==> src/mpsf_pkg.sv <==
`timescale 1ns / 1ps
`default_nettype none
// ----------------------------------------------------------------------------
// mpsf_pkg: shared types and constants of the pixel sample fetch unit
// Item layouts of both channels, register indexes and sequencer codes.
// ----------------------------------------------------------------------------
package mpsf_pkg;

    typedef struct packed {
        logic [15:0] col;
        logic [15:0] row;
        logic [1:0]  chan;
        logic [15:0] frame_index;
        logic [31:0] raw_word;
        logic        restart;
    } req_item_t;

    typedef struct packed {
        logic [31:0]        byte_offset;
        logic signed [31:0] sample_value;
        logic signed [31:0] min_value;
        logic signed [31:0] max_value;
    } rsp_item_t;

    // configuration register indexes
    localparam logic [2:0] REG_BITS_STORED     = 3'd0;
    localparam logic [2:0] REG_BYTES_PER_VALUE = 3'd1;
    localparam logic [2:0] REG_RIGHT_SHIFT     = 3'd2;
    localparam logic [2:0] REG_IS_SIGNED       = 3'd3;
    localparam logic [2:0] REG_IS_PLANAR       = 3'd4;
    localparam logic [2:0] REG_CHANNEL_COUNT   = 3'd5;
    localparam logic [2:0] REG_IMAGE_WIDTH     = 3'd6;
    localparam logic [2:0] REG_FRAME_BYTES     = 3'd7;

    typedef enum logic [1:0] {
        ST_IDLE,
        ST_CALC,
        ST_DONE
    } state_t;

    // multiply steps of the offset sequencer
    localparam logic [2:0] STEP_FRAME  = 3'd0;
    localparam logic [2:0] STEP_STRIDE = 3'd1;
    localparam logic [2:0] STEP_ROW    = 3'd2;
    localparam logic [2:0] STEP_COL    = 3'd3;
    localparam logic [2:0] STEP_CHAN   = 3'd4;

    localparam int unsigned     DIV_BITS  = 34;
    localparam logic [5:0]      DIV_STEPS = 6'd34;
    localparam logic [31:0]     BITMAP_ON = 32'd255;
    localparam logic signed [31:0] MIN_RESET = 32'sh7FFF_FFFF;
    localparam logic signed [31:0] MAX_RESET = 32'sh8000_0000;

endpackage
`default_nettype wire

==> src/medical_pixel_sample_fetch_unit.sv <==
`timescale 1ns / 1ps
`default_nettype none
// ----------------------------------------------------------------------------
// medical_pixel_sample_fetch_unit: pixel sample offset and decode
// Byte offset of one sample, its decoded value and running min / max.
// ----------------------------------------------------------------------------
// Usage:
//   Request channel (req_valid / req_stall / req_item) takes one item naming
//   a sample by col, row, chan and frame_index together with the raw word
//   read at that sample. Response channel (rsp_valid / rsp_stall / rsp_item)
//   returns byte offset, decoded value and running min / max.
//   Configuration is written through cfg_write / cfg_index / cfg_data while
//   the block is idle.
// Sequencing:
//   The offset is built by one shared 32x32 multiplier under a five-step
//   sequencer, followed by a done state that updates min / max and loads the
//   output register; the next item is taken only once the sequencer is idle.
//   Planar layout also needs (chan*frame_bytes)/channel_count from a
//   bit-serial divider of 34 steps started at accept; the last sequencer step
//   waits until its quotient is ready.
//   req_stall is high from accept until the result sits in the output
//   register; a new item is taken while that result still waits.
// Reset:
//   State and config registers take their defaults, min / max empty values;
//   no item is in flight. A waiting result is dropped, payloads are not reset.
// ----------------------------------------------------------------------------
module medical_pixel_sample_fetch_unit (
    input  wire logic                clk,
    input  wire logic                rst_n,
    input  wire logic                cfg_write,
    input  wire logic [2:0]          cfg_index,
    input  wire logic [31:0]         cfg_data,
    input  wire logic                req_valid,
    output logic                     req_stall,
    input  wire mpsf_pkg::req_item_t req_item,
    output logic                     rsp_valid,
    input  wire logic                rsp_stall,
    output mpsf_pkg::rsp_item_t      rsp_item
);

    // configuration registers
    logic [4:0]  bits_stored_reg;
    logic [2:0]  bytes_per_value_reg;
    logic [4:0]  right_shift_reg;
    logic        is_signed_reg;
    logic        is_planar_reg;
    logic [2:0]  channel_count_reg;
    logic [15:0] image_width_reg;
    logic [31:0] frame_bytes_reg;

    // sequencer and datapath
    mpsf_pkg::state_t state_reg, state_next;
    logic [2:0]  step_reg, step_next;
    logic [31:0] acc_reg, acc_next;
    logic [31:0] stride_reg, stride_next;
    logic [15:0] col_reg, row_reg, frame_reg;
    logic [1:0]  chan_reg;
    logic        restart_reg;
    logic signed [31:0] value_reg;
    logic signed [31:0] min_reg, min_next;
    logic signed [31:0] max_reg, max_next;
    logic        rsp_valid_reg, rsp_valid_next;
    mpsf_pkg::rsp_item_t rsp_item_reg, rsp_item_next;

    // divider for the planar plane offset
    logic [5:0]  div_cnt_reg;
    logic [mpsf_pkg::DIV_BITS-1:0] div_q_reg;
    logic [2:0]  div_r_reg;
    logic [3:0]  div_trial;
    logic        div_fits;

    logic        accept;
    logic        bitmap;
    logic [2:0]  cc_eff;
    logic [5:0]  lane_bytes;
    logic [31:0] mul_a, mul_b;
    logic [31:0] mul_p;
    logic [31:0] dec_value;
    logic [33:0] plane_prod;

    assign accept     = req_valid && !req_stall;
    assign bitmap     = (bits_stored_reg == 5'd1);
    assign cc_eff     = (channel_count_reg == 3'd0) ? 3'd1 : channel_count_reg;
    // bytes stepped per column: one sample in planar, a whole pixel otherwise
    assign lane_bytes = is_planar_reg ? {3'd0, bytes_per_value_reg}
                                      : 6'(cc_eff) * 6'(bytes_per_value_reg);

    // chan * frame_bytes, chan being two bits
    assign plane_prod = (req_item.chan[1] ? {1'b0, frame_bytes_reg, 1'b0} : 34'd0)
                      + (req_item.chan[0] ? {2'b00, frame_bytes_reg} : 34'd0);

    // ---------------------------------------------------------------- decode
    always_comb
    begin
        logic [31:0] cut;
        logic [31:0] shifted;
        logic [31:0] sign;
        logic [31:0] mask;
        cut = 32'd0;
        unique case (bytes_per_value_reg)
            3'd0, 3'd1: cut = {24'd0, req_item.raw_word[7:0]};
            3'd2:       cut = {16'd0, req_item.raw_word[15:0]};
            3'd3:       cut = {8'd0, req_item.raw_word[23:0]};
            default:    cut = req_item.raw_word;
        endcase
        shifted = cut >> right_shift_reg;
        if (is_signed_reg)
        begin
            sign = 32'd1 << (bits_stored_reg - 5'd1);
            mask = sign - 32'd1;
        end
        else
        begin
            sign = 32'd0;
            mask = (32'd1 << bits_stored_reg) - 32'd1;
        end
        if (bitmap)
            dec_value = req_item.raw_word[req_item.col[2:0]] ? mpsf_pkg::BITMAP_ON : 32'd0;
        else if (bits_stored_reg == 5'd0)
            dec_value = 32'd0;
        else if ((shifted & sign) != 32'd0)
            dec_value = (shifted & mask) | ~mask;   // extend the sign bit upward
        else
            dec_value = shifted & mask;
    end

    // ------------------------------------------------------ multiplier operands
    always_comb
    begin
        mul_a = 32'd0;
        mul_b = 32'd0;
        unique case (step_reg)
            mpsf_pkg::STEP_FRAME:
            begin
                mul_a = {16'd0, frame_reg};
                mul_b = frame_bytes_reg;
            end
            mpsf_pkg::STEP_STRIDE:
            begin
                mul_a = bitmap ? {19'd0, image_width_reg[15:3]} : {16'd0, image_width_reg};
                mul_b = bitmap ? 32'd1 : {26'd0, lane_bytes};
            end
            mpsf_pkg::STEP_ROW:
            begin
                mul_a = {16'd0, row_reg};
                mul_b = stride_reg;
            end
            mpsf_pkg::STEP_COL:
            begin
                mul_a = bitmap ? {19'd0, col_reg[15:3]} : {16'd0, col_reg};
                mul_b = bitmap ? 32'd1 : {26'd0, lane_bytes};
            end
            default:
            begin
                mul_a = {30'd0, chan_reg};
                mul_b = {29'd0, bytes_per_value_reg};
            end
        endcase
    end

    // offsets wrap modulo 2^32, so only the low half of the product is kept
    assign mul_p = mul_a * mul_b;

    // ------------------------------------------------------- sequencer
    always_comb
    begin
        logic signed [31:0] base_min;
        logic signed [31:0] base_max;
        state_next     = state_reg;
        step_next      = step_reg;
        acc_next       = acc_reg;
        stride_next    = stride_reg;
        min_next       = min_reg;
        max_next       = max_reg;
        rsp_item_next  = rsp_item_reg;
        rsp_valid_next = rsp_valid_reg && rsp_stall;
        req_stall      = (state_reg != mpsf_pkg::ST_IDLE);
        base_min       = restart_reg ? mpsf_pkg::MIN_RESET : min_reg;
        base_max       = restart_reg ? mpsf_pkg::MAX_RESET : max_reg;

        unique case (state_reg)
            mpsf_pkg::ST_IDLE:
            begin
                if (accept)
                begin
                    state_next = mpsf_pkg::ST_CALC;
                    step_next  = mpsf_pkg::STEP_FRAME;
                end
            end
            mpsf_pkg::ST_CALC:
            begin
                priority case (step_reg)
                    mpsf_pkg::STEP_FRAME:
                    begin
                        acc_next  = mul_p[31:0];
                        step_next = mpsf_pkg::STEP_STRIDE;
                    end
                    mpsf_pkg::STEP_STRIDE:
                    begin
                        stride_next = mul_p[31:0];
                        step_next   = mpsf_pkg::STEP_ROW;
                    end
                    mpsf_pkg::STEP_ROW, mpsf_pkg::STEP_COL:
                    begin
                        acc_next  = acc_reg + mul_p[31:0];
                        step_next = step_reg + 3'd1;
                    end
                    default:
                    begin
                        // hold the last step until the plane offset is out
                        if (bitmap)
                            state_next = mpsf_pkg::ST_DONE;
                        else if (!is_planar_reg)
                        begin
                            acc_next   = acc_reg + mul_p[31:0];
                            state_next = mpsf_pkg::ST_DONE;
                        end
                        else if (div_cnt_reg == 6'd0)
                        begin
                            acc_next   = acc_reg + div_q_reg[31:0];
                            state_next = mpsf_pkg::ST_DONE;
                        end
                    end
                endcase
            end
            default:
            begin
                if (!rsp_valid_reg || !rsp_stall)
                begin
                    min_next = (value_reg < base_min) ? value_reg : base_min;
                    max_next = (value_reg > base_max) ? value_reg : base_max;
                    rsp_item_next.byte_offset  = acc_reg;
                    rsp_item_next.sample_value = value_reg;
                    rsp_item_next.min_value    = min_next;
                    rsp_item_next.max_value    = max_next;
                    rsp_valid_next = 1'b1;
                    state_next     = mpsf_pkg::ST_IDLE;
                end
            end
        endcase
    end

    always_ff @(posedge clk or negedge rst_n)
    begin
        if (!rst_n)
        begin
            state_reg     <= mpsf_pkg::ST_IDLE;
            step_reg      <= mpsf_pkg::STEP_FRAME;
            rsp_valid_reg <= 1'b0;
            min_reg       <= mpsf_pkg::MIN_RESET;
            max_reg       <= mpsf_pkg::MAX_RESET;
        end
        else
        begin
            state_reg     <= state_next;
            step_reg      <= step_next;
            rsp_valid_reg <= rsp_valid_next;
            min_reg       <= min_next;
            max_reg       <= max_next;
        end
    end

    // payload registers
    always_ff @(posedge clk)
    begin
        acc_reg      <= acc_next;
        stride_reg   <= stride_next;
        rsp_item_reg <= rsp_item_next;
        if (accept)
        begin
            col_reg     <= req_item.col;
            row_reg     <= req_item.row;
            chan_reg    <= req_item.chan;
            frame_reg   <= req_item.frame_index;
            restart_reg <= req_item.restart;
            value_reg   <= dec_value;
        end
    end

    // ------------------------------------------------- plane offset divider
    assign div_trial = {div_r_reg, div_q_reg[mpsf_pkg::DIV_BITS-1]};
    assign div_fits  = (div_trial >= {1'b0, cc_eff});

    always_ff @(posedge clk or negedge rst_n)
    begin
        if (!rst_n)
            div_cnt_reg <= 6'd0;
        else if (accept)
            div_cnt_reg <= mpsf_pkg::DIV_STEPS;
        else if (div_cnt_reg != 6'd0)
            div_cnt_reg <= div_cnt_reg - 6'd1;
    end

    // restoring division, one quotient bit per cycle
    always_ff @(posedge clk)
    begin
        if (accept)
        begin
            div_q_reg <= plane_prod;
            div_r_reg <= 3'd0;
        end
        else if (div_cnt_reg != 6'd0)
        begin
            div_q_reg <= {div_q_reg[mpsf_pkg::DIV_BITS-2:0], div_fits};
            div_r_reg <= div_fits ? 3'(div_trial - {1'b0, cc_eff}) : div_trial[2:0];
        end
    end

    // ------------------------------------------------- configuration writes
    always_ff @(posedge clk or negedge rst_n)
    begin
        if (!rst_n)
        begin
            bits_stored_reg     <= 5'd8;
            bytes_per_value_reg <= 3'd1;
            right_shift_reg     <= 5'd0;
            is_signed_reg       <= 1'b0;
            is_planar_reg       <= 1'b0;
            channel_count_reg   <= 3'd1;
            image_width_reg     <= 16'd1;
            frame_bytes_reg     <= 32'd0;
        end
        else if (cfg_write)
        begin
            unique case (cfg_index)
                mpsf_pkg::REG_BITS_STORED:     bits_stored_reg     <= cfg_data[4:0];
                mpsf_pkg::REG_BYTES_PER_VALUE: bytes_per_value_reg <= cfg_data[2:0];
                mpsf_pkg::REG_RIGHT_SHIFT:     right_shift_reg     <= cfg_data[4:0];
                mpsf_pkg::REG_IS_SIGNED:       is_signed_reg       <= cfg_data[0];
                mpsf_pkg::REG_IS_PLANAR:       is_planar_reg       <= cfg_data[0];
                mpsf_pkg::REG_CHANNEL_COUNT:   channel_count_reg   <= cfg_data[2:0];
                mpsf_pkg::REG_IMAGE_WIDTH:     image_width_reg     <= cfg_data[15:0];
                default:                       frame_bytes_reg     <= cfg_data;
            endcase
        end
    end

    assign rsp_valid = rsp_valid_reg;
    assign rsp_item  = rsp_item_reg;

    // ------------------------------------------------------------ assertions
    a_accept_starts: assert property (@(posedge clk) disable iff (!rst_n)
        accept |=> (state_reg == mpsf_pkg::ST_CALC) && (step_reg == mpsf_pkg::STEP_FRAME))
        else $error("accepted item did not start the offset sequence");

    a_step_range: assert property (@(posedge clk) disable iff (!rst_n)
        (state_reg == mpsf_pkg::ST_CALC) |-> (step_reg <= mpsf_pkg::STEP_CHAN))
        else $error("sequencer step out of range");

    a_value_in_bounds: assert property (@(posedge clk) disable iff (!rst_n)
        rsp_valid |-> (rsp_item.min_value <= rsp_item.sample_value)
                      && (rsp_item.sample_value <= rsp_item.max_value))
        else $error("result value lies outside running min / max");

endmodule
`default_nettype wire

==> config.mk <==
export PLATFORM = sky130hd
export DESIGN_NAME = medical_pixel_sample_fetch_unit
export DESIGN_NICKNAME = d
export VERILOG_FILES = /design/src/mpsf_pkg.sv /design/src/medical_pixel_sample_fetch_unit.sv
export SDC_FILE = /design/constraint.sdc
export NUM_CORES = 2
export LEC_CHECK = 0
export BUFFER_PORTS_ARGS = -buffer_cell sky130_fd_sc_hd__buf_2
export CORE_MARGIN = 2
export CORE_UTILIZATION = 45
export DETAILED_ROUTE_END_ITERATION = 16
export PLACE_DENSITY_LB_ADDON = 0.1
export SLEW_MARGIN = 5
export SYNTH_ARGS = -nofsm -noshare
export SYNTH_HDL_FRONTEND = slang
export SYNTH_SLANG_ARGS = --single-unit
==> constraint.sdc <==
create_clock -name clk -period 10.8 [get_ports clk]
set_input_delay 0.54 -clock clk [delete_from_list [all_inputs] [get_ports clk]]
set_output_delay 0.54 -clock clk [all_outputs]
set_load 0.005 [all_outputs]
=== Word-level counts from Yosys, hierarchy flattened ===
Index checks and enable logic that the tools add are counted.

* Register bits after elaboration: 454
* Input bits: 123
* Output and inout port bits: 130
* Word-level logic and storage cells: 154

* Add/sub/neg operators: 9
* Multipliers: 2
* Order comparisons: 4
* Equal/unequal tests: 20
* Shifts and indexed selects: 3
* Mux-type cells: 43
* Bitwise gates (word level): 7
* Reduce and logical (&&, ||, !) cells: 38

{| class="wikitable"
|+ Operators by type and width
! kind !! count
|-
| $mux W32 || 13
|-
| $pmux W32 S3 || 3
|-
| $mux W34 || 2
|-
| $add A32 B32 Y32 || 2
|-
| $and A32 B32 Y32 || 2
|-
| $pmux W16 S4 || 1
|-
| $shl A1 B5 Y32 const A || 2
|-
| $sub A32 B1 Y32 const B || 2
|-
| $add A33 B32 Y34 || 1
|-
| $mux W33 || 1
|-
| $gt A32 B32 Y1 || 1
|-
| $lt A32 B32 Y1 || 1
|-
| $mul A32 B32 Y32 || 1
|-
| $mux W16 || 2
|-
| $not A32 Y32 || 1
|-
| $or A32 B32 Y32 || 1
|-
| $reduce_bool A32 Y1 || 1
|-
| $shr A32 B5 Y32 || 1
|-
| $mux W6 || 4
|-
| $reduce_and A2 Y1 || 10
|-
| $eq A3 B2 Y1 const B || 6
|-
| $logic_not A3 Y1 || 4
|-
| $mux W2 || 6
|-
| $eq A3 B1 Y1 const B || 3
|-
| other kinds (36) || 55
|}

=== Depth between registers and ports, before layout ===
* Word-level depth: 11
* Gate-level depth with buffers: 47
* Depth with buffers taken out: 45

=== Worst setup path after synthesis ===
No wires, ideal clock.

* Path kind: register to register
* Start point: register bytes_per_value_reg[2]
* End point: register acc_reg[28] (data pin)
* Arrival: 9.206 ns
* Path slack: 1.333 ns
* Stages on the path, launching flop included: 44
* Path buffers: 2
* Path through: dfrtp_1 clkbuf_1 clkbuf_1 nand2_1 fa_1 inv_1 ha_1 a21o_1 a21oi_1 nor4_1 a221oi_1 nor2_1 fa_1 inv_1 fa_1 inv_1 fa_1 inv_1 [... 8 more ...] o31ai_1 a21oi_1 nor2_1 nor2_1 o21ai_0 xor2_1 ha_1 a21o_1 a21o_1 a21o_1 a21oi_1 o21bai_1 a21o_1 a21o_1 o41ai_1 xor2_1 nor2_1 a221o_1

* Longest elaborated chain between the ends: 9

{| class="wikitable"
|+ RTL lines
! item !! RTL line !! source
|-
| from (decl) || medical_pixel_sample_fetch_unit.sv:43 || <nowiki>logic [2:0] bytes_per_value_reg;</nowiki>
|-
| from (signal assigned) || medical_pixel_sample_fetch_unit.sv:327 || <nowiki>mpsf_pkg::REG_BYTES_PER_VALUE: bytes_per_value_reg <= cfg_data[2:0];</nowiki>
|-
| $mul A3 B3 Y6 || medical_pixel_sample_fetch_unit.sv:86 || <nowiki>: 6'(cc_eff) * 6'(bytes_per_value_reg);</nowiki>
|-
| $mux W6 || medical_pixel_sample_fetch_unit.sv:85 || <nowiki>assign lane_bytes = is_planar_reg ? {3'd0, bytes_per_value_reg}</nowiki>
|-
| $mux W6 || medical_pixel_sample_fetch_unit.sv:141, medical_pixel_sample_fetch_unit.sv:151 ||
|-
| $pmux W32 S3 (*) || medical_pixel_sample_fetch_unit.sv:132 || <nowiki>unique case (step_reg)</nowiki>
|-
| $mul A32 B32 Y32 (*) || medical_pixel_sample_fetch_unit.sv:162 || <nowiki>assign mul_p = mul_a * mul_b;</nowiki>
|-
| via mul_p[18] || medical_pixel_sample_fetch_unit.sv:77 || <nowiki>logic [31:0] mul_p;</nowiki>
|-
| $add A32 B32 Y32 (*) || medical_pixel_sample_fetch_unit.sv:205, medical_pixel_sample_fetch_unit.sv:215 ||
|-
| $mux W32 || medical_pixel_sample_fetch_unit.sv:213 || <nowiki>else if (!is_planar_reg)</nowiki>
|-
| $mux W32 || medical_pixel_sample_fetch_unit.sv:211 || <nowiki>if (bitmap)</nowiki>
|-
| $pmux W32 S3 (*) || medical_pixel_sample_fetch_unit.sv:192 || <nowiki>priority case (step_reg)</nowiki>
|-
| to (signal assigned) || medical_pixel_sample_fetch_unit.sv:266 || <nowiki>acc_reg <= acc_next;</nowiki>
|-
| to (decl) || medical_pixel_sample_fetch_unit.sv:54 || <nowiki>logic [31:0] acc_reg, acc_next;</nowiki>
|}

Mark *: on every way through the listed nets, which the timed path passes. The rest lies on a longest branch. The select of a mux whose other input is x is not followed.
A chain may end at the register's enable or synchronous reset.

=== Final worst setup path ===
* Start point: register channel_count_reg[1]
* End point: register acc_reg[29] (data pin)

* Longest elaborated chain between the ends: 11

{| class="wikitable"
|+ RTL lines
! item !! RTL line !! source
|-
| from (decl) || medical_pixel_sample_fetch_unit.sv:47 || <nowiki>logic [2:0] channel_count_reg;</nowiki>
|-
| from (signal assigned) || medical_pixel_sample_fetch_unit.sv:331 || <nowiki>mpsf_pkg::REG_CHANNEL_COUNT: channel_count_reg <= cfg_data[2:0];</nowiki>
|-
| $logic_not A3 Y1 || medical_pixel_sample_fetch_unit.sv:83 || <nowiki>assign cc_eff = (channel_count_reg == 3'd0) ? 3'd1 : channel_count_reg;</nowiki>
|-
| $mux W3 (*) || medical_pixel_sample_fetch_unit.sv:83 ||
|-
| $mul A3 B3 Y6 (*) || medical_pixel_sample_fetch_unit.sv:86 ||
|-
| $mux W6 (*) || medical_pixel_sample_fetch_unit.sv:85 ||
|-
| $mux W6 (*) || medical_pixel_sample_fetch_unit.sv:141, medical_pixel_sample_fetch_unit.sv:151 ||
|-
| $pmux W32 S3 (*) || medical_pixel_sample_fetch_unit.sv:132 ||
|-
| $mul A32 B32 Y32 (*) || medical_pixel_sample_fetch_unit.sv:162 ||
|-
| via mul_p[22] || medical_pixel_sample_fetch_unit.sv:77 ||
|-
| $add A32 B32 Y32 (*) || medical_pixel_sample_fetch_unit.sv:205, medical_pixel_sample_fetch_unit.sv:215 ||
|-
| $mux W32 || medical_pixel_sample_fetch_unit.sv:213 ||
|-
| $mux W32 || medical_pixel_sample_fetch_unit.sv:211 ||
|-
| $pmux W32 S3 (*) || medical_pixel_sample_fetch_unit.sv:192 ||
|}

Marks and branches as above.

==> results.ini <==
[final_layout]
layout_commonest_cell=nand2_1
final_cell_mix=482 x nand2_1, 431 x inv_1, 313 x nor2_1
drive_above_1_share=0.151
nNetsFinal=4920
synthToLayoutAreaGrowth_pct=11.9
design_area_sq_um=44100
n_fill_cell=8226
largest_register_ffs=128

[sta]
finalHoldViolations=0
finalCriticalPeriod_ns=10.24
tns_ns=0
worst_slew_pin_slew_ns=1.11
finClkSkew_ns=0.0265
slew_violations=0
setup-violations-final=0
fmax_ghz=0.0976
rsz0062_at_grt=no
max_slew_margin=0.259
min_period_over_period=0.948

[routing]
drt-total-wl_um=134000
drc_errors=0
drtPass1Iterations=6
drtIter0Drc=2920
drt-wirelength-per-cell_um=24.5
via_per_inst=5.77
final_antenna_net_count=0
vias=31400

[run]
drv_cap=0

[synth]
ys_ff_latch=454
synth_fp_nets=4700
synth_edf_count=309
synth_cell_types=96
syn_area_sq_um=39400
async_flop_share=0.313
synth-seq-area-share=0.329
yosysWarnings=0
ys.flop_type=edfxtp_1
syn_avg_cell_area_sq_um=9.77
postSynthCellCount=4029

[worst_setup_path]
path_common_cell=fa_1
crit_arrival_ns=10.57
crit_fanout=9
criticalPathCategory=reg -> reg
cp-start-kind=register
required_ns=11.13
cp_top_family=adder cells
setup.worst_path.end_class=register
max_stage_delay_ns=0.51
cp_slowest_cell=fa_1
path_buf_inv=5

[floorplan]
core_region_area_sq_um=86800
start_util=0.454
die_h_um=300
die_width_um=300
num_rows=108
ios=253
die_area_sq_um=89900

[global_route]
grt_pass1_vias=30900
grt_antenna_before_repair=10
grt_max_degree=80
track_usage=0.298
grt_pass1_wl_um=200000
grt_overflow=0

[clocking]
cts_made_buffers=53
cts_sinks=454
cts_buffer_depth=3
clkLatencyLatePin_ns=0.63
cts_tree=built
clk_pin_slew_ns=0.06
htree_levels=2
cts_root_buf=clkbuf_16

[placement]
placed_area_sq_um=42200
io_buffers=252
place_congestion=0.989
hpwlAfterDp_um=105000

[worst_hold_path]
hold_path.class=in -> reg

[run_status]
status=finished clean

per-layer routing:
layer	vias to the layer above	routed length, um	share of wire	GRT usage
met2	1296	58000	0.43	0.446
met3	181	10600	0.080	0.0542
li1	14400	-	-	-
met1	15500	60700	0.45	0.440
met5	-	23	0.00017	0
met4	4	4160	0.031	0.0881
cell families after synthesis:
kind of cell             Yosys count  synth area share
multiplexers                     187            0.0564
AND/OR/NAND/NOR                 1171             0.135
adder cells (fa/ha/maj)          548             0.233
buffers and inverters            635            0.0619
AO/OA/AOI/OAI                    875             0.148
XOR/XNOR                         159            0.0364
flip-flops                       454             0.329
final cells by class:
type	count	area, sq um	area share
well taps	1155	1450	0.0328
diodes	1	2.50	0.0000568
inverters	437	1650	0.0374
repair buffers	363	2140	0.0486
flip-flops and latches	454	12900	0.294
clock inverters	23	211	0.00480
multi-input cells	2940	24100	0.547
clock buffers	77	1560	0.0354
path summary, 6_finish.rpt:
| path | start | endpoint | slack [ns] | cells past startpoint |
|---|---|---|---|---|
| setup / recovery | channel_count_reg[1]$_DFFE_PN0P_ | acc_reg[29]$_DFFE_PP_ | 0.56 | 38 |
| min in group asynchronous | rst_n | max_reg[9]$_DFFE_PN0P_ | 0.43 | 2 |
| hold reg to reg | max_reg[31]$_DFFE_PN1P_ | max_reg[31]$_DFFE_PN1P_ | 0.48 | 2 |
| max in group asynchronous | rst_n | right_shift_reg[0]$_DFFE_PN0P_ | 8.52 | 4 |
| setup reg to reg | channel_count_reg[1]$_DFFE_PN0P_ | acc_reg[29]$_DFFE_PP_ | 0.56 | 38 |
| hold / removal | req_item[63] | row_reg[12]$_DFFE_PP_ | 0.1 | 1 |
through the flow:
stage,hold WS [ns],worst slack (ns),instances,util
floorplan,0.244,1.33,4029,-
global placement,0.463,0.124,5347,0.487
detailed placement,0.461,0.0117,5347,0.487
CTS,0.0615,0.140,5448,0.507
global route,0.0727,0.0249,5450,0.508
finish,0.0971,0.559,5450,0.508
cell usage after synthesis, types with 53 or more instances:
cell        n  share of area
and2_1     99          0.016
fa_1      310           0.16
a22o_1     63          0.014
mux2_2     85          0.024
a22oi_1    53          0.010
ha_1      238          0.076
nor2_1    316          0.030
a21o_1     84          0.016
a21oi_1   193          0.025
nand2_1   484          0.046
o21ai_0   178          0.023
mux2i_1    82          0.021
inv_1     433          0.041
edfxtp_1  309           0.24
xnor2_1    93          0.021
clkbuf_1  151          0.014
xor2_1     62          0.014
dfrtp_1   106          0.067
repair_timing:
item / in CTS / in global routing
resized for setup: 1 / 12
setup buffers: 0 / 1
endpoints found under the setup margin: 3 / 7
endpoints found under the hold margin: 24 / 0
hold buffers: 1 / 0
pin swaps: 0 / 1
Power is not shown: default switching activity piles up to over one toggle a cycle in this logic, so the estimate is an artifact.
